--- src/hw/rtl/gga_pkg.sv ---
// Package for the GGA sentence parser: field widths, character codes, status codes,
// state encodings and the control struct between the top level and the number parser.
// Depends on nothing; every other file of the block refers to it by scoped names.
package gga_pkg;

   // Default number format: four fraction digits, five integer digits.
   localparam int FRAC_DIGITS_DEF = 4;
   localparam int INT_DIGITS_DEF  = 5;

   // Result field widths.
   localparam int LAT_W    = 30;
   localparam int ALT_W    = 31;
   localparam int STATUS_W = 3;
   localparam int FIELD_W  = 5;

   // Largest magnitude any stored value may take.
   localparam logic [63:0] FIELD_CAP = 64'd999999999;

   // Field numbers, counted in commas seen.
   localparam logic [FIELD_W-1:0] FIELD_HEADER    = 5'd0;
   localparam logic [FIELD_W-1:0] FIELD_LAT       = 5'd2;
   localparam logic [FIELD_W-1:0] FIELD_LAT_HEM   = 5'd3;
   localparam logic [FIELD_W-1:0] FIELD_LON       = 5'd4;
   localparam logic [FIELD_W-1:0] FIELD_LON_HEM   = 5'd5;
   localparam logic [FIELD_W-1:0] FIELD_ALT       = 5'd9;
   localparam logic [FIELD_W-1:0] FIELD_MAX       = 5'd31;
   localparam logic [FIELD_W-1:0] COMMAS_REQUIRED = 5'd14;

   // Character codes.
   localparam logic [7:0] CH_DOLLAR = 8'h24;
   localparam logic [7:0] CH_STAR   = 8'h2A;
   localparam logic [7:0] CH_COMMA  = 8'h2C;
   localparam logic [7:0] CH_PLUS   = 8'h2B;
   localparam logic [7:0] CH_MINUS  = 8'h2D;
   localparam logic [7:0] CH_DOT    = 8'h2E;
   localparam logic [7:0] CH_SPACE  = 8'h20;
   localparam logic [7:0] CH_TAB    = 8'h09;
   localparam logic [7:0] CH_CR     = 8'h0D;
   localparam logic [7:0] CH_ZERO   = 8'h30;
   localparam logic [7:0] CH_NINE   = 8'h39;
   localparam logic [7:0] CH_UP_A   = 8'h41;
   localparam logic [7:0] CH_UP_F   = 8'h46;
   localparam logic [7:0] CH_LO_A   = 8'h61;
   localparam logic [7:0] CH_LO_F   = 8'h66;
   localparam logic [7:0] CH_N      = 8'h4E;
   localparam logic [7:0] CH_S      = 8'h53;
   localparam logic [7:0] CH_E      = 8'h45;
   localparam logic [7:0] CH_W      = 8'h57;

   // Expected leading field.
   localparam int HEADER_LEN = 6;
   localparam logic [2:0] HEADER_POS_FULL = 3'd6;
   localparam logic [7:0] GGA_HEADER [HEADER_LEN] = '{8'h24, 8'h47, 8'h50, 8'h47, 8'h47, 8'h41};

   // Sentence status codes.
   typedef enum logic [STATUS_W-1:0] {
      ST_OK          = 3'd0,
      ST_NOT_GGA     = 3'd1,
      ST_FIELD_COUNT = 3'd2,
      ST_CHECKSUM    = 3'd3,
      ST_LAT_HEM     = 3'd4,
      ST_LON_HEM     = 3'd5
   } status_type;

   // Hemisphere field progress.
   typedef enum logic [1:0] {
      HEM_EMPTY  = 2'd0,
      HEM_FIRST  = 2'd1,
      HEM_SECOND = 2'd2,
      HEM_BAD    = 2'd3
   } hem_type;

   // Number parser phases.
   typedef enum logic [1:0] {
      NUM_SKIP = 2'd0,
      NUM_INT  = 2'd1,
      NUM_FRAC = 2'd2,
      NUM_DONE = 2'd3
   } num_phase_type;

   // Control from the sentence logic to the number parser.
   typedef struct packed {
      logic feed;
      logic clear;
   } num_ctrl_type;

   // Power of ten, evaluated at elaboration or on small constant indexes.
   function automatic logic [63:0] pow10(input int n);
      logic [63:0] p;
      p = 64'd1;
      for (int i = 0; i < n; i++) begin
         p = p * 64'd10;
      end
      return p;
   endfunction

   function automatic logic is_digit(input logic [7:0] c);
      return (c >= CH_ZERO) && (c <= CH_NINE);
   endfunction

endpackage

--- src/hw/rtl/gga_if.sv ---
// Valid/ready channel interfaces for the GGA sentence parser: one for the
// character requests and one for the status results. Depends on gga_pkg.
interface gga_req_if;
   logic       valid;
   logic       ready;
   logic [7:0] char_in;
   logic       end_of_sentence;

   modport source (output valid, output char_in, output end_of_sentence, input ready);
   modport sink   (input valid, input char_in, input end_of_sentence, output ready);
endinterface

interface gga_rsp_if;
   logic                                valid;
   logic                                ready;
   logic [gga_pkg::STATUS_W-1:0]        status;
   logic [gga_pkg::LAT_W-1:0]           latitude;
   logic [gga_pkg::LAT_W-1:0]           longitude;
   logic signed [gga_pkg::ALT_W-1:0]    altitude;
   logic                                south;
   logic                                west;

   modport source (output valid, output status, output latitude, output longitude,
                   output altitude, output south, output west, input ready);
   modport sink   (input valid, input status, input latitude, input longitude,
                   input altitude, input south, input west, output ready);
endinterface

--- src/hw/rtl/gga_num_parse.sv ---
// Decimal number parser for one numeric field: skips blanks, takes a sign, integer
// and fraction digits, and presents the saturated fixed-point value. Depends on gga_pkg.
module gga_num_parse #(
   parameter int FRAC_DIGITS = gga_pkg::FRAC_DIGITS_DEF,
   parameter int INT_DIGITS  = gga_pkg::INT_DIGITS_DEF
) (
   input  logic                              clock,
   input  logic                              reset,
   input  logic [7:0]                        char_in,
   input  gga_pkg::num_ctrl_type             ctrl,
   output logic signed [gga_pkg::ALT_W-1:0]  value_signed,
   output logic [gga_pkg::LAT_W-1:0]         value_unsigned
);

   localparam logic [63:0] CAP64   = gga_pkg::pow10(INT_DIGITS);
   localparam logic [63:0] SCALE64 = gga_pkg::pow10(FRAC_DIGITS);
   localparam logic [63:0] FULL64  = gga_pkg::pow10(INT_DIGITS + FRAC_DIGITS);
   localparam logic [63:0] LIMIT64 =
      (FULL64 - 64'd1 > gga_pkg::FIELD_CAP) ? gga_pkg::FIELD_CAP : FULL64 - 64'd1;
   localparam int ACC_W  = $clog2(CAP64 + 64'd1);
   localparam int ACCX_W = ACC_W + 4;
   localparam int FRAC_W = $clog2(SCALE64);
   localparam int FCNT_W = $clog2(FRAC_DIGITS + 1);
   localparam int MAG_W  = $clog2(FULL64) + 1;

   localparam logic [ACCX_W-1:0] CAP_X   = ACCX_W'(CAP64);
   localparam logic [MAG_W-1:0]  SCALE_M = MAG_W'(SCALE64);
   localparam logic [MAG_W-1:0]  LIMIT_M = MAG_W'(LIMIT64);
   localparam logic [FCNT_W-1:0] FCNT_MAX = FCNT_W'(FRAC_DIGITS);

   gga_pkg::num_phase_type phase_ff, phase_in;
   logic                   neg_ff, neg_in;
   logic [ACC_W-1:0]       acc_ff, acc_in;
   logic [FRAC_W-1:0]      frac_ff, frac_in;
   logic [FCNT_W-1:0]      fcount_ff, fcount_in;

   logic                   digit_ok;
   logic                   blank;
   logic [3:0]             digit;
   logic [ACCX_W-1:0]      acc_next;
   logic [FRAC_W-1:0]      frac_scale;
   logic [MAG_W-1:0]       mag_raw;
   logic [MAG_W-1:0]       mag_sat;
   logic [gga_pkg::LAT_W-1:0] mag;

   // Character classes.
   assign digit_ok = gga_pkg::is_digit(char_in);
   assign digit    = char_in[3:0];
   assign blank    = (char_in == gga_pkg::CH_SPACE) ||
                     ((char_in >= gga_pkg::CH_TAB) && (char_in <= gga_pkg::CH_CR));

   // Integer accumulation with saturation at the integer cap.
   always_comb begin
      acc_next = {4'b0000, acc_ff} * ACCX_W'(10) + ACCX_W'(digit);
      if (acc_next > CAP_X) begin
         acc_next = CAP_X;
      end
   end

   // Weight of the next fraction digit, picked by the digits taken so far.
   always_comb begin
      frac_scale = '0;
      for (int i = 0; i < FRAC_DIGITS; i++) begin
         if (fcount_ff == FCNT_W'(i)) begin
            frac_scale = FRAC_W'(gga_pkg::pow10(FRAC_DIGITS - 1 - i));
         end
      end
   end

   // Next phase of the field.
   always_comb begin
      phase_in = phase_ff;
      if (ctrl.clear) begin
         phase_in = gga_pkg::NUM_SKIP;
      end else if (ctrl.feed) begin
         unique case (phase_ff)
            gga_pkg::NUM_SKIP: begin
               if (blank) begin
                  phase_in = gga_pkg::NUM_SKIP;
               end else if (char_in == gga_pkg::CH_DOT) begin
                  phase_in = gga_pkg::NUM_FRAC;
               end else if (digit_ok || char_in == gga_pkg::CH_PLUS ||
                            char_in == gga_pkg::CH_MINUS) begin
                  phase_in = gga_pkg::NUM_INT;
               end else begin
                  phase_in = gga_pkg::NUM_DONE;
               end
            end
            gga_pkg::NUM_INT: begin
               if (digit_ok) begin
                  phase_in = gga_pkg::NUM_INT;
               end else if (char_in == gga_pkg::CH_DOT) begin
                  phase_in = gga_pkg::NUM_FRAC;
               end else begin
                  phase_in = gga_pkg::NUM_DONE;
               end
            end
            gga_pkg::NUM_FRAC: begin
               if (!digit_ok) begin
                  phase_in = gga_pkg::NUM_DONE;
               end
            end
            gga_pkg::NUM_DONE: phase_in = gga_pkg::NUM_DONE;
            default:           phase_in = gga_pkg::NUM_DONE;
         endcase
      end
   end

   // Sign, integer and fraction accumulators.
   always_comb begin
      neg_in    = neg_ff;
      acc_in    = acc_ff;
      frac_in   = frac_ff;
      fcount_in = fcount_ff;
      if (ctrl.clear) begin
         neg_in    = 1'b0;
         acc_in    = '0;
         frac_in   = '0;
         fcount_in = '0;
      end else if (ctrl.feed) begin
         unique case (phase_ff)
            gga_pkg::NUM_SKIP: begin
               if (char_in == gga_pkg::CH_MINUS) begin
                  neg_in = 1'b1;
               end else if (digit_ok) begin
                  acc_in = ACC_W'(acc_next);
               end
            end
            gga_pkg::NUM_INT: begin
               if (digit_ok) begin
                  acc_in = ACC_W'(acc_next);
               end
            end
            gga_pkg::NUM_FRAC: begin
               if (digit_ok && fcount_ff < FCNT_MAX) begin
                  frac_in   = frac_ff + FRAC_W'({{(FRAC_W-4){1'b0}}, digit} * frac_scale);
                  fcount_in = fcount_ff + FCNT_W'(1);
               end
            end
            default: begin
            end
         endcase
      end
   end

   always_ff @(posedge clock) begin
      if (reset) begin
         phase_ff  <= gga_pkg::NUM_SKIP;
         neg_ff    <= 1'b0;
         acc_ff    <= '0;
         frac_ff   <= '0;
         fcount_ff <= '0;
      end else begin
         phase_ff  <= phase_in;
         neg_ff    <= neg_in;
         acc_ff    <= acc_in;
         frac_ff   <= frac_in;
         fcount_ff <= fcount_in;
      end
   end

   // Fixed-point value of the field so far, saturated and signed.
   assign mag_raw = MAG_W'(acc_ff) * SCALE_M + MAG_W'(frac_ff);
   assign mag_sat = (mag_raw > LIMIT_M) ? LIMIT_M : mag_raw;
   assign mag     = gga_pkg::LAT_W'(mag_sat);

   assign value_signed   = neg_ff ? -$signed({1'b0, mag}) : $signed({1'b0, mag});
   assign value_unsigned = neg_ff ? '0 : mag;

endmodule

--- src/hw/rtl/nmea_gga_sentence_parser.sv ---
// GGA sentence parser: one character per request, one status result per sentence.
// A final character is held in the input register, then its result is registered in the result register.
// Throughput: one character per cycle; only a final character waits on a held result.
// Reset is synchronous and active high; it clears the sentence state and the
// stored latitude, longitude, altitude and hemispheres to zero (north, east).
// Depends on gga_pkg, gga_if and gga_num_parse.
module nmea_gga_sentence_parser #(
   parameter int FRAC_DIGITS = gga_pkg::FRAC_DIGITS_DEF,
   parameter int INT_DIGITS  = gga_pkg::INT_DIGITS_DEF
) (
   input logic       clock,
   input logic       reset,
   gga_req_if.sink   req_chan,
   gga_rsp_if.source rsp_chan
);

   // Input register.
   logic       s1_valid_ff;
   logic [7:0] s1_char_ff;
   logic       s1_eos_ff;
   logic       s1_fire;

   // Sentence state.
   logic [gga_pkg::FIELD_W-1:0]       field_ff, field_in;
   logic                              header_ok_ff, header_ok_in;
   logic [2:0]                        header_pos_ff, header_pos_in;
   logic [7:0]                        xor_ff, xor_in;
   logic                              dollar_ff, dollar_in;
   logic                              star_ff, star_in;
   logic [1:0]                        hex_count_ff, hex_count_in;
   logic [7:0]                        hex_value_ff, hex_value_in;
   logic                              hex_bad_ff, hex_bad_in;
   logic [gga_pkg::LAT_W-1:0]         lat_tmp_ff, lat_tmp_in;
   logic [gga_pkg::LAT_W-1:0]         lon_tmp_ff, lon_tmp_in;
   logic signed [gga_pkg::ALT_W-1:0]  alt_tmp_ff, alt_tmp_in;
   gga_pkg::hem_type                  hem_lat_ff, hem_lat_in;
   gga_pkg::hem_type                  hem_lon_ff, hem_lon_in;

   // Stored values and result.
   logic [gga_pkg::LAT_W-1:0]         lat_ff, lat_in;
   logic [gga_pkg::LAT_W-1:0]         lon_ff, lon_in;
   logic signed [gga_pkg::ALT_W-1:0]  alt_ff, alt_in;
   logic                              south_ff, south_in;
   logic                              west_ff, west_in;
   gga_pkg::status_type               status_ff, status_in;
   logic                              rsp_valid_ff;

   // Number parser link.
   gga_pkg::num_ctrl_type             num_ctrl;
   logic signed [gga_pkg::ALT_W-1:0]  num_signed;
   logic [gga_pkg::LAT_W-1:0]         num_unsigned;
   logic                              field_end;
   logic                              num_feed;

   logic [7:0] c;
   logic [4:0] hex_dec;

   function automatic logic [4:0] hex_decode(input logic [7:0] ch);
      logic [4:0] r;
      r = 5'b0_0000;
      if (gga_pkg::is_digit(ch)) begin
         r = {1'b1, ch[3:0]};
      end else if ((ch >= gga_pkg::CH_UP_A && ch <= gga_pkg::CH_UP_F) ||
                   (ch >= gga_pkg::CH_LO_A && ch <= gga_pkg::CH_LO_F)) begin
         r = {1'b1, ch[3:0] + 4'd9};
      end
      return r;
   endfunction

   function automatic gga_pkg::hem_type hem_next(input gga_pkg::hem_type code,
                                                 input logic [7:0] ch,
                                                 input logic [7:0] first,
                                                 input logic [7:0] second);
      gga_pkg::hem_type r;
      if (code != gga_pkg::HEM_EMPTY) begin
         r = gga_pkg::HEM_BAD;
      end else if (ch == first) begin
         r = gga_pkg::HEM_FIRST;
      end else if (ch == second) begin
         r = gga_pkg::HEM_SECOND;
      end else begin
         r = gga_pkg::HEM_BAD;
      end
      return r;
   endfunction

   // A final character moves on only when the result register is free or drains now.
   assign s1_fire = s1_valid_ff && (!s1_eos_ff || !rsp_valid_ff || rsp_chan.ready);
   assign req_chan.ready = !s1_valid_ff || s1_fire;

   always_ff @(posedge clock) begin
      if (reset) begin
         s1_valid_ff <= 1'b0;
      end else if (req_chan.ready) begin
         s1_valid_ff <= req_chan.valid;
      end
   end

   always_ff @(posedge clock) begin
      if (req_chan.ready && req_chan.valid) begin
         s1_char_ff <= req_chan.char_in;
         s1_eos_ff  <= req_chan.end_of_sentence;
      end
   end

   assign c       = s1_char_ff;
   assign hex_dec = hex_decode(c);

   // Field boundaries and number feeding for the current character.
   always_comb begin
      field_end = 1'b0;
      num_feed  = 1'b0;
      if (!star_ff) begin
         if (c == gga_pkg::CH_STAR || c == gga_pkg::CH_COMMA) begin
            field_end = 1'b1;
         end else if (field_ff == gga_pkg::FIELD_LAT || field_ff == gga_pkg::FIELD_LON ||
                      field_ff == gga_pkg::FIELD_ALT) begin
            num_feed = 1'b1;
         end
      end
   end

   assign num_ctrl.feed  = s1_fire && num_feed;
   assign num_ctrl.clear = s1_fire && (field_end || s1_eos_ff);

   gga_num_parse #(
      .FRAC_DIGITS (FRAC_DIGITS),
      .INT_DIGITS  (INT_DIGITS)
   ) u_num (
      .clock          (clock),
      .reset          (reset),
      .char_in        (c),
      .ctrl           (num_ctrl),
      .value_signed   (num_signed),
      .value_unsigned (num_unsigned)
   );

   // Sentence state update for one character.
   always_comb begin
      field_in      = field_ff;
      header_ok_in  = header_ok_ff;
      header_pos_in = header_pos_ff;
      xor_in        = xor_ff;
      dollar_in     = dollar_ff;
      star_in       = star_ff;
      hex_count_in  = hex_count_ff;
      hex_value_in  = hex_value_ff;
      hex_bad_in    = hex_bad_ff;
      lat_tmp_in    = lat_tmp_ff;
      lon_tmp_in    = lon_tmp_ff;
      alt_tmp_in    = alt_tmp_ff;
      hem_lat_in    = hem_lat_ff;
      hem_lon_in    = hem_lon_ff;

      if (star_ff) begin
         // Checksum digits; a comma after the star spoils the checksum.
         if (c == gga_pkg::CH_COMMA) begin
            hex_bad_in = 1'b1;
            if (field_ff != gga_pkg::FIELD_MAX) begin
               field_in = field_ff + gga_pkg::FIELD_W'(1);
            end
         end
         if (hex_count_ff < 2'd2) begin
            if (!hex_dec[4]) begin
               hex_bad_in = 1'b1;
            end else begin
               hex_value_in = {hex_value_ff[3:0], hex_dec[3:0]};
            end
            hex_count_in = hex_count_ff + 2'd1;
         end
      end else begin
         if (field_end) begin
            if (field_ff == gga_pkg::FIELD_HEADER &&
                header_pos_ff != gga_pkg::HEADER_POS_FULL) begin
               header_ok_in = 1'b0;
            end
            if (field_ff == gga_pkg::FIELD_LAT) begin
               lat_tmp_in = num_unsigned;
            end
            if (field_ff == gga_pkg::FIELD_LON) begin
               lon_tmp_in = num_unsigned;
            end
            if (field_ff == gga_pkg::FIELD_ALT) begin
               alt_tmp_in = num_signed;
            end
         end
         if (c == gga_pkg::CH_STAR) begin
            star_in = 1'b1;
         end else begin
            if (dollar_ff) begin
               xor_in = xor_ff ^ c;
            end
            if (c == gga_pkg::CH_DOLLAR) begin
               dollar_in = 1'b1;
            end
            if (c == gga_pkg::CH_COMMA) begin
               if (field_ff != gga_pkg::FIELD_MAX) begin
                  field_in = field_ff + gga_pkg::FIELD_W'(1);
               end
            end else begin
               if (field_ff == gga_pkg::FIELD_HEADER) begin
                  if (header_pos_ff < gga_pkg::HEADER_POS_FULL &&
                      c == gga_pkg::GGA_HEADER[header_pos_ff]) begin
                     header_pos_in = header_pos_ff + 3'd1;
                  end else begin
                     header_ok_in = 1'b0;
                  end
               end
               if (field_ff == gga_pkg::FIELD_LAT_HEM) begin
                  hem_lat_in = hem_next(hem_lat_ff, c, gga_pkg::CH_N, gga_pkg::CH_S);
               end
               if (field_ff == gga_pkg::FIELD_LON_HEM) begin
                  hem_lon_in = hem_next(hem_lon_ff, c, gga_pkg::CH_E, gga_pkg::CH_W);
               end
            end
         end
      end
   end

   // Sentence verdict and stored-value update on the final character.
   always_comb begin
      lat_in    = lat_ff;
      lon_in    = lon_ff;
      alt_in    = alt_ff;
      south_in  = south_ff;
      west_in   = west_ff;
      status_in = gga_pkg::ST_OK;
      if (!header_ok_in || (field_in == gga_pkg::FIELD_HEADER && !star_in)) begin
         status_in = gga_pkg::ST_NOT_GGA;
      end else if (field_in != gga_pkg::COMMAS_REQUIRED || !star_in) begin
         status_in = gga_pkg::ST_FIELD_COUNT;
      end else if (hex_bad_in || hex_count_in < 2'd2 || hex_value_in != xor_in) begin
         status_in = gga_pkg::ST_CHECKSUM;
      end else begin
         lat_in = lat_tmp_in;
         lon_in = lon_tmp_in;
         alt_in = alt_tmp_in;
         if (hem_lat_in == gga_pkg::HEM_FIRST || hem_lat_in == gga_pkg::HEM_SECOND) begin
            south_in = (hem_lat_in == gga_pkg::HEM_SECOND);
            if (hem_lon_in == gga_pkg::HEM_FIRST || hem_lon_in == gga_pkg::HEM_SECOND) begin
               west_in = (hem_lon_in == gga_pkg::HEM_SECOND);
            end else begin
               status_in = gga_pkg::ST_LON_HEM;
            end
         end else begin
            status_in = gga_pkg::ST_LAT_HEM;
         end
      end
   end

   // Sentence registers: cleared at reset and after every final character.
   always_ff @(posedge clock) begin
      if (reset || (s1_fire && s1_eos_ff)) begin
         field_ff      <= '0;
         header_ok_ff  <= 1'b1;
         header_pos_ff <= '0;
         xor_ff        <= '0;
         dollar_ff     <= 1'b0;
         star_ff       <= 1'b0;
         hex_count_ff  <= '0;
         hex_value_ff  <= '0;
         hex_bad_ff    <= 1'b0;
         lat_tmp_ff    <= '0;
         lon_tmp_ff    <= '0;
         alt_tmp_ff    <= '0;
         hem_lat_ff    <= gga_pkg::HEM_EMPTY;
         hem_lon_ff    <= gga_pkg::HEM_EMPTY;
      end else if (s1_fire) begin
         field_ff      <= field_in;
         header_ok_ff  <= header_ok_in;
         header_pos_ff <= header_pos_in;
         xor_ff        <= xor_in;
         dollar_ff     <= dollar_in;
         star_ff       <= star_in;
         hex_count_ff  <= hex_count_in;
         hex_value_ff  <= hex_value_in;
         hex_bad_ff    <= hex_bad_in;
         lat_tmp_ff    <= lat_tmp_in;
         lon_tmp_ff    <= lon_tmp_in;
         alt_tmp_ff    <= alt_tmp_in;
         hem_lat_ff    <= hem_lat_in;
         hem_lon_ff    <= hem_lon_in;
      end
   end

   // Stored values and the result register.
   always_ff @(posedge clock) begin
      if (reset) begin
         lat_ff       <= '0;
         lon_ff       <= '0;
         alt_ff       <= '0;
         south_ff     <= 1'b0;
         west_ff      <= 1'b0;
         status_ff    <= gga_pkg::ST_OK;
         rsp_valid_ff <= 1'b0;
      end else if (s1_fire && s1_eos_ff) begin
         lat_ff       <= lat_in;
         lon_ff       <= lon_in;
         alt_ff       <= alt_in;
         south_ff     <= south_in;
         west_ff      <= west_in;
         status_ff    <= status_in;
         rsp_valid_ff <= 1'b1;
      end else if (rsp_chan.ready) begin
         rsp_valid_ff <= 1'b0;
      end
   end

   assign rsp_chan.valid     = rsp_valid_ff;
   assign rsp_chan.status    = status_ff;
   assign rsp_chan.latitude  = lat_ff;
   assign rsp_chan.longitude = lon_ff;
   assign rsp_chan.altitude  = alt_ff;
   assign rsp_chan.south     = south_ff;
   assign rsp_chan.west      = west_ff;

endmodule

--- src/flat_wrapper.sv ---
// flat-port wrapper written by rule: the top's interface ports become plain ports
module nmea_gga_sentence_parser_flat 
#(
   parameter int FRAC_DIGITS = gga_pkg::FRAC_DIGITS_DEF,
   parameter int INT_DIGITS  = gga_pkg::INT_DIGITS_DEF
)
  (clock, reset, req_chan_valid, req_chan_char_in, req_chan_end_of_sentence, req_chan_ready, rsp_chan_valid, rsp_chan_status, rsp_chan_latitude, rsp_chan_longitude, rsp_chan_altitude, rsp_chan_south, rsp_chan_west, rsp_chan_ready);
  gga_req_if req_chan_i ();
  gga_rsp_if rsp_chan_i ();
  input logic clock;
  input logic reset;
  input wire logic [$bits(req_chan_i.valid)-1:0] req_chan_valid;
  input wire logic [$bits(req_chan_i.char_in)-1:0] req_chan_char_in;
  input wire logic [$bits(req_chan_i.end_of_sentence)-1:0] req_chan_end_of_sentence;
  output wire logic [$bits(req_chan_i.ready)-1:0] req_chan_ready;
  output wire logic [$bits(rsp_chan_i.valid)-1:0] rsp_chan_valid;
  output wire logic [$bits(rsp_chan_i.status)-1:0] rsp_chan_status;
  output wire logic [$bits(rsp_chan_i.latitude)-1:0] rsp_chan_latitude;
  output wire logic [$bits(rsp_chan_i.longitude)-1:0] rsp_chan_longitude;
  output wire logic [$bits(rsp_chan_i.altitude)-1:0] rsp_chan_altitude;
  output wire logic [$bits(rsp_chan_i.south)-1:0] rsp_chan_south;
  output wire logic [$bits(rsp_chan_i.west)-1:0] rsp_chan_west;
  input wire logic [$bits(rsp_chan_i.ready)-1:0] rsp_chan_ready;
  assign req_chan_i.valid = req_chan_valid;
  assign req_chan_i.char_in = req_chan_char_in;
  assign req_chan_i.end_of_sentence = req_chan_end_of_sentence;
  assign req_chan_ready = req_chan_i.ready;
  assign rsp_chan_valid = rsp_chan_i.valid;
  assign rsp_chan_status = rsp_chan_i.status;
  assign rsp_chan_latitude = rsp_chan_i.latitude;
  assign rsp_chan_longitude = rsp_chan_i.longitude;
  assign rsp_chan_altitude = rsp_chan_i.altitude;
  assign rsp_chan_south = rsp_chan_i.south;
  assign rsp_chan_west = rsp_chan_i.west;
  assign rsp_chan_i.ready = rsp_chan_ready;
  nmea_gga_sentence_parser #(.FRAC_DIGITS(FRAC_DIGITS), .INT_DIGITS(INT_DIGITS)) u_core (.clock(clock), .reset(reset), .req_chan(req_chan_i), .rsp_chan(rsp_chan_i));
endmodule
--- config.mk ---
export PLATFORM = sky130hd
export DESIGN_NAME = nmea_gga_sentence_parser_flat
export DESIGN_NICKNAME = d
export VERILOG_FILES = /design/src/hw/rtl/gga_pkg.sv /design/src/hw/rtl/gga_if.sv /design/src/hw/rtl/gga_num_parse.sv /design/src/hw/rtl/nmea_gga_sentence_parser.sv /design/src/flat_wrapper.sv
export SDC_FILE = /design/constraint.sdc
export NUM_CORES = 1
export LEC_CHECK = 0
export ABC_AREA = 0
export BUFFER_PORTS_ARGS = -buffer_cell sky130_fd_sc_hd__buf_2
export CORE_ASPECT_RATIO = 0.7
export CORE_MARGIN = 5
export CORE_UTILIZATION = 35
export CTS_CLUSTER_SIZE = 30
export DETAILED_ROUTE_END_ITERATION = 12
export HOLD_SLACK_MARGIN = 0.1
export PLACE_DENSITY = 0.56
export SYNTH_ARGS = -nofsm -noshare
export SYNTH_HDL_FRONTEND = slang
export SYNTH_SLANG_ARGS = --single-unit
--- constraint.sdc ---
create_clock -name clock -period 21.3 [get_ports clock]
set_clock_uncertainty 0.1 [all_clocks]
set_input_delay 3.195 -clock clock [delete_from_list [all_inputs] [get_ports clock]]
set_output_delay 3.195 -clock clock [all_outputs]
set_load 0.02 [all_outputs]
Yosys cells after proc, flatten, opt, wreduce, memory -nomap -nowiden --
Memories as Yosys holds them, arrays and structs flattened. Index checks and enable logic that the tools add are counted. W data, S select, Z words.
Cells by class: magnitude comparators 15, mux-type cells 82, equality and inequality tests 33, bitwise gates (word level) 8, multipliers 3, add/sub/neg operators 9, reduce and logical (&&, ||, !) cells 54
Operator list (number):
- $mux W30 | 8
- $mux W31 | 4
- $mux W8 | 8
- $eq A8 B6 Y1 const B | 7
- $mux W17 | 3
- $mux W14 | 3
- $mux W2 | 19
- $pmux W17 S2 | 1
- $eq A8 B7 Y1 const B | 4
- $add A31 B14 Y31 | 1
- $gt A31 B30 Y1 const B | 1
- $neg A30 Y31 | 1
- $mux W5 | 6
- $mul A17 B10 Y27 const B | 1
- $mux W1 | 23
- $add A21 B4 Y21 | 1
- $gt A21 B17 Y1 const B | 1
- $mul A17 B3 Y20 const B | 1
- $logic_or A1 B1 Y1 | 18
- $ge A8 B7 Y1 const B | 2
- $le A8 B7 Y1 const B | 2
- $mux W3 | 5
- $add A14 B14 Y14 | 1
- $mul A4 B14 Y14 | 1
- 41 further kinds | 82
Storage, ports and cells: output and inout port bits 98, memories kept 1, word-level logic and storage cells 234, memory bits (read-only) 64, flip-flop bits (word level) 269, input bits 13
Memory list:
- (name not given) | words 8, bits a word 8, read ports 1, clocked after memory_dff 0, wr ports 0, line nmea_gga_sentence_parser.sv:203 | c == gga_pkg::GGA_HEADER[header_pos_ff]) begin

Longest topological paths before layout --
Gate-level depths: netlist (run 1).
depth after elaboration 15, mapped depth 39, gate-level depth less buffers 34

By module --
Synthesis (run 1) repeated with hierarchy kept, for this count alone.
Unflattened totals: cell total of the unflattened synthesis 2461, area, all modules 20218.1 um2
Modules (own cells, without submodules):
- nmea_gga_sentence_parser | sequential area each 4734.5 um2, times used 1, area each 10737.8 um2, cells each 1228
- gga_num_parse | sequential area each 740.7 um2, times used 1, area each 9480.3 um2, cells each 1233

Worst setup path before layout (run 1) --
No wires, ideal clock.
kind reg-to-reg, start point reg u_core.u_num.acc_ff[3], end point reg u_core.alt_tmp_ff[26] (netlist name), required time 21.054 ns, setup time 0.146 ns, arrival time 7.885 ns, period minus slack after synthesis 8.131 ns, stages on the path, launching flop included 36, setup slack 13.169 ns, path buffers 3, cells stage by stage dfxtp_1 > inv_1 > fa_1 > inv_1 > ha_1 > ha_1 > ha_1 > fa_1 > ha_1 > xnor2_1 > ha_1 > and2_1 > nand2_1 > o21a_4 > nor4_4 > nand4_2 > or3_4 > o21ai_2 > nand2_2 > o31a_1 > buf_6 > or2_1 > buf_6 > buf_6 > nor2_1 > ha_1 > nand3_1 > nor3_1 > nand4_1 > nor2b_1 > nor3b_1 > nand2_1 > nor3b_1 > nand2_1 > a211oi_1 > a2111oi_0
Between the ends: cells in the longest elaborated chain, start to end 9
Ends and longest elaborated chain:
- start, declared | line gga_num_parse.sv:33 | logic [ACC_W-1:0] acc_ff, acc_in;
- start signal, assigned | line gga_num_parse.sv:156 | acc_ff <= acc_in;
- $mul A17 B10 Y27 * | line gga_num_parse.sv:163 | assign mag_raw = MAG_W'(acc_ff) * SCALE_M + MAG_W'(frac_ff);
- $add A31 B14 Y31 * | line gga_num_parse.sv:163
- $gt A31 B30 Y1 | line gga_num_parse.sv:164 | assign mag_sat = (mag_raw > LIMIT_M) ? LIMIT_M : mag_raw;
- $mux W30 * | line gga_num_parse.sv:164
- $neg A30 Y31 | line gga_num_parse.sv:167 | assign value_signed = neg_ff ? -$signed({1'b0, mag}) : $signed({1'b0, mag});
- $mux W31 * | line gga_num_parse.sv:167
- $mux W31 * | line nmea_gga_sentence_parser.sv:183 | if (field_ff == gga_pkg::FIELD_ALT) begin
- $mux W31 * | line nmea_gga_sentence_parser.sv:172 | if (field_end) begin
- $mux W31 * | line nmea_gga_sentence_parser.sv:155 | if (star_ff) begin
- end signal, assigned | line nmea_gga_sentence_parser.sv:280 | alt_tmp_ff <= alt_tmp_in;
- end, declared | line nmea_gga_sentence_parser.sv:35 | logic signed [gga_pkg::ALT_W-1:0] alt_tmp_ff, alt_tmp_in;
Every way passes the cells marked *; elsewhere a longest branch is shown, timed or not. A chain may end at the register's enable or synchronous reset.

Worst setup path after layout (run 1) --
start point reg u_core.u_num.acc_ff[8], end point reg u_core.alt_tmp_ff[30] (netlist name)
Between the ends: cells in the longest elaborated chain, start to end 9
Ends and longest elaborated chain (line):
- $mul A17 B10 Y27 * | gga_num_parse.sv:163
- $add A31 B14 Y31 * | gga_num_parse.sv:163
- $gt A31 B30 Y1 | gga_num_parse.sv:164
- $mux W30 * | gga_num_parse.sv:164
- $neg A30 Y31 * | gga_num_parse.sv:167
- $mux W31 * | gga_num_parse.sv:167
- $mux W31 * | nmea_gga_sentence_parser.sv:183
- $mux W31 * | nmea_gga_sentence_parser.sv:172
- $mux W31 * | nmea_gga_sentence_parser.sv:155
Marked as above.

==> results.toml, run 1 <==
[power]
pwr-share-comb = 0.061
irDropWorstVdd_mv = 0.0589
p_switching_uw = 267
powerDensity_nw_per_um2 = 51.8
p_leak_uw = 0.00894
clockPowerShare = 0.471
p_sw_frac = 0.245
p_seq_frac = 0.469
p_int_uw = 824

[route]
ant_nets = 0
vias = 17200
viasPerCell = 5.42
first_pass_iters = 6
drc_errors = 0
drtIter0Drc = 1400
wl_per_cell_um = 17.6
drt_wl_total_um = 55900

[yosys]
ys_seq_elements = 269
synth_fp_nets = 2621
synth-seq-area-share = 0.289
synth_area_leader_cell = "dfxtp_1"
async_flop_share = 0
netlist.area_leader.share = 0.275
synth-edff-count = 9
syn_area_per_cell_um2 = 7.96
syn_inst = 2380
synth_flop_cell = "dfxtp_1"
ys_top_cells_by_area = "dfxtp_1, ha_1, fa_1"
ys_warn_count = 0
synthesis.area_um2 = 18900
yosysUniqueCellTypes = 91

[clock_network]
cts_buffers = 29
post_cts_resized = 0
path_clk_slew_ns = 0.06
ctsHtreeMaxLevel = 1
holdBufCountCts = 0
clock-sinks = 269
tritoncts = "yes"
clockBufferDepth = 3
root_buffer = "clkbuf_16"
clock_latency_ns = 0.57
post_cts_buffers = 0

[sta]
fin_crit_sh = 0.436
hold_viol_final = 0
period_minus_slack_ns = 9.28
fin_tns_setup_ns = 0
setup_viol = 0
rsz0062_at_grt = "false"
max_slew.worst_pin.slew_ns = 1.14
finalMaxSlewViolations = 0
setup_slack_ns = 12.02
maxSlewHeadroom = 0.238
fmax_mhz = 108

[floorplan]
start_util = 0.353
die-area_um2 = 59000
pin_count = 111
fp-row-count = 71
core_area_um2 = 53700
die_w_um = 288
die_h_um = 205

[critical_path]
worstPathMaxFanout = 10
worstSetupEndpointType = "flop"
slowest_delay_ns = 0.60
crit_type = "reg2reg"
worst_r2r_path_depth = 31
crit_required_ns = 21.64
slowest_stage = "o31ai_1"
crit_start = "u_core.u_num.acc_ff[8]$_SDFFE_PP0P_"
r2r_start = "u_core.u_num.acc_ff[8]$_SDFFE_PP0P_"
cp-start-kind = "flop"
worstPathArrival_ns = 9.63

[global_route]
grt_max_degree = 97
grt_pass1_vias = 16100
grt_pass1_wl_um = 89100
antenna_found_initial = 1
grt_use_met2 = 0.266
track_usage = 0.184
grt.busiest_layer = "met1"
use_met1 = 0.286
overflow = 0
met3_usage = 0.0355

[final_layout]
diodes = 0
stdcell_count = 3172
mostFrequentLayoutCells = "nand2_1, dfxtp_1, nor2_1"
layout_commonest_cell = "nand2_1"
fin_util = 0.393
drive_gt1_frac = 0.0909
area_delta_synth_final_pct = 11.2
nNetsFinal = 2662

[placed_design]
pre_cts_ws_ns = 12.16
port_buffers = 110
gp_congestion = 0.914
dpl.hpwl_um = 42500
dp.cells = 3120

[hold_path]
hold_depth = 2
min_from = "u_core.rsp_chan.longitude[10]$_SDFFE_PP0P_"
holdCritPathClass = "reg2reg"

[job]
max_cap_violations = 0

[outcome]
status = "finished clean"
-- cells in the mapped netlist (7+ instances only) --
cell type  instances
xnor2_1           84
nor2_1           192
clkbuf_1          90
o21bai_1           9
edfxtp_1           9
buf_2             22
o21a_1            14
o21ai_0          114
and3_1            16
a41oi_1            7
a211oi_1          21
nor2b_1           10
o31ai_1           13
or3_1             15
and2_1            25
inv_1            184
a31oi_1           24
nor3b_1            8
a32o_1             7
o211ai_1          23
or2_2              9
a21oi_1          186
nor4_1            19
and4_1            14
dfxtp_1          260
o2111ai_1          8
a2111oi_0          7
nand3_1          151
nor3_1            86
nand2_1          290
nand4_1           24
xor2_1            39
nand2b_1          13
fa_1              65
mux2i_1           18
a21o_1            26
ha_1             163
-- state kept, by name (all words and copies together), names as in the netlist, 2 cells and up --
register and count:
u_core.rsp_chan.longitude 30, u_core.field_ff 5, u_core.hem_lon_ff 2, u_core.lon_tmp_ff 30
u_core.rsp_chan.altitude 31, u_core.header_pos_ff 3, u_core.rsp_chan.status 3, u_core.hex_value_ff 8
u_core.u_num.phase_ff 2, u_core.c 8, u_core.hem_lat_ff 2, u_core.lat_tmp_ff 30
u_core.xor_ff 8, u_core.alt_tmp_ff 31, u_core.hex_count_ff 2, u_core.rsp_chan.latitude 30
u_core.u_num.acc_ff 17, u_core.u_num.frac_ff 14, u_core.u_num.fcount_ff 3
-- area by class of cell --
type | count | area (um^2)
Clock buffer | 39 | 843
Clock inverter | 13 | 125
Fill cell | 5541 | 32600
Inverter | 184 | 691
Multi-Input combinational cell | 1804 | 12300
Sequential cell | 269 | 5480
Tap cell | 730 | 913
Timing Repair Buffer | 133 | 726
-- final timing paths --
check	end	slack, ns
worst max-delay path	u_core.alt_tmp_ff[30]$_SDFFE_PP0P_	12.02
worst min-delay path	u_core.rsp_chan.longitude[10]$_SDFFE_PP0P_	0.35
worst max register to register	u_core.alt_tmp_ff[30]$_SDFFE_PP0P_	12.02
worst min register to register	u_core.rsp_chan.longitude[10]$_SDFFE_PP0P_	0.35
-- worst max-delay path: cells and delay by family (launching register included) --
kind,cells,cell delay (ns)
adder cells (fa/ha/maj),7,2.85
buffers and inverters,4,0.35
flip-flops,1,0.53
AND/OR/NAND/NOR,14,3.25
AO/OA/AOI/OAI,6,2.08
-- logic make-up (layout without fill, tap and decap cells) --
| group | after synthesis | count (layout) | synth area share |
|---|---|---|---|
| flops | 269 | 269 | 0.289 |
| compound gates | 532 | 532 | 0.179 |
| xor+xnor | 123 | 123 | 0.0569 |
| fa+ha+maj | 228 | 228 | 0.176 |
| buf+inv | 307 | 369 | 0.0637 |
| simple gates | 900 | 900 | 0.224 |
| mux | 21 | 21 | 0.0113 |
-- power groups by stage --
stage	sequential (uW)	clock (uW)	combinational (uW)
6_report	511	513	66.1
3_5_place_dp	523	0	65.6
5_1_grt	511	549	74.5
4_1_cts	511	526	66.3
2_1_floorplan	520	0	50.9
3_3_place_gp	523	0	65.1
-- layer usage --
layer / part of all wire / vias to the layer above
met5: 0.00023 / -
met4: 0.013 / 2
met3: 0.071 / 57
met2: 0.41 / 501
met1: 0.51 / 8222
li1: - / 8409
-- per-stage QoR --
stage	instance area [um^2]	hold slack, ns	power, uW
3_3_place_gp	20100	0.334	588
3_5_place_dp	20100	0.342	588
2_1_floorplan	18900	0.325	571
5_1_grt	21100	0.367	1130
4_1_cts	21100	0.352	1100
6_report	21100	0.349	1090
(Power assumes the default switching activity.)
==> run 2: changes to the inputs <==
clock period = 8.7 ns   (was 21.3 ns; I/O delays follow)
==> results.toml, run 2 (synthesis gave the netlist of run 1 again) <==
[critical_path]
r2r_start = "u_core.u_num.acc_ff[5]$_SDFFE_PP0P_"
cp-start-kind = "flop"
slowest_delay_ns = 0.56
slowest_stage = "fa_1"
worstPathArrival_ns = 8.58
crit_type = "reg2reg"
crit_start = "u_core.u_num.acc_ff[5]$_SDFFE_PP0P_"
crit_required_ns = 9.04
worstPathMaxFanout = 8
worstSetupEndpointType = "flop"

[final_layout]
area_delta_synth_final_pct = 13.3
mostFrequentLayoutCells = "nand2_1, dfxtp_1, nor2_1"
regArea_um2 = 5480
fillers = 5616
diodes = 0
drive_gt1_frac = 0.112
layout_commonest_cell = "nand2_1"
stdcell_count = 3210
fin_util = 0.400
nNetsFinal = 2700
multi_input_area_um2 = 12400

[hold_path]
holdCritPathClass = "reg2reg"
min_from = "u_core.rsp_chan.longitude[12]$_SDFFE_PP0P_"

[floorplan]
pin_count = 111
core_area_um2 = 53700
die-area_um2 = 59000
die_h_um = 205
die_w_um = 288
start_util = 0.353
fp-row-count = 71

[placed_design]
dp.cells = 3153
port_buffers = 110
pre_cts_ws_ns = 0.132
dpl.hpwl_um = 42600
gp_congestion = 0.899

[route]
drt_wl_total_um = 55700
met1_length_um = 28500
viasPerCell = 5.36
top_layer = "met4"
ant_nets = 0
drtIter0Drc = 1204
wl_met2_um = 23000
vias = 17200
wl_per_cell_um = 17.4
first_pass_iters = 5
drc_errors = 0
wl_met3_um = 3490

[sta]
hold_viol_final = 0
fmax_mhz = 121
hold_slack_ns = 0.348
finalMaxSlewViolations = 0
setup_viol = 0
setup_slack_ns = 0.466
max_slew.worst_pin.slew_ns = 1.23
period_minus_slack_ns = 8.23
fin_crit_sh = 0.946
maxSlewHeadroom = 0.177

[power]
irDropWorstVdd_mv = 0.133
power_uw = 2680
p_leak_uw = 0.00916
powerDensity_nw_per_um2 = 125

[global_route]
grt_pass1_vias = 16500
grt_max_degree = 88
overflow = 0
antenna_found_initial = 0
track_usage = 0.183
grt_pass1_wl_um = 89500

[clock_network]
cts_buffers = 29
clock_latency_ns = 0.57
clock-sinks = 269
path_clk_slew_ns = 0.06
clockBufferDepth = 3
tritoncts = "yes"
root_buffer = "clkbuf_16"
ctsHtreeMaxLevel = 1

[outcome]
status = "finished clean"

[job]
max_cap_violations = 0
[run 2: worst max-delay path: cells and delay by family, from the launching register on]
family	cells	cell delay [ns]
simple gates	14	2.92
flops	1	0.39
xor+xnor	1	0.20
buf+inv	5	0.43
fa+ha+maj	7	2.74
compound gates	6	1.34
[run 2: final cells by class]
type	count	area share
clock buffers	41	0.0392
clock inverters	11	0.00583
inverters	184	0.0322
multi-input cells	1804	0.578
flip-flops and latches	269	0.255
well taps	730	0.0425
repair buffers	171	0.0477
[run 2: per-layer routing]
layer / up-vias / GRT usage
li1: 8479 / -
met5: - / 0
met3: 53 / 0.0277
met2: 462 / 0.272
met1: 8208 / 0.285
met4: 0 / 0.0275
[run 2: repair_timing]
item                       in CTS  in global routing
buffers inserted                0                  5
hold buffers                    0                  0
gates resized for setup         0                 28
setup endpoints to repair       0                  9
[run 2: path summary, 6_finish.rpt]
kind	endpoint	slack, ns	cells past startpoint
worst min-delay path	u_core.rsp_chan.longitude[12]$_SDFFE_PP0P_	0.35	2
worst max register to register	u_core.alt_tmp_ff[30]$_SDFFE_PP0P_	0.47	33
worst max-delay path	u_core.alt_tmp_ff[30]$_SDFFE_PP0P_	0.47	33
worst min register to register	u_core.rsp_chan.longitude[12]$_SDFFE_PP0P_	0.35	2
[run 2: power by group]
| part | switching [uW] | internal (uW) | leakage [uW] | total (uW) |
|---|---|---|---|---|
| Sequential | 8.37 | 1240 | 0.00218 | 1250 |
| Clock | 533 | 734 | 0.000477 | 1270 |
| Combinational | 105 | 60.8 | 0.00650 | 166 |
[run 2: stage by stage]
step                setup TNS (ns)  area [um^2]
floorplan                        0        18900
global placement                 0        20400
detailed placement               0        20400
CTS                              0        21300
global route               -0.0321        21500
finish                           0        21500
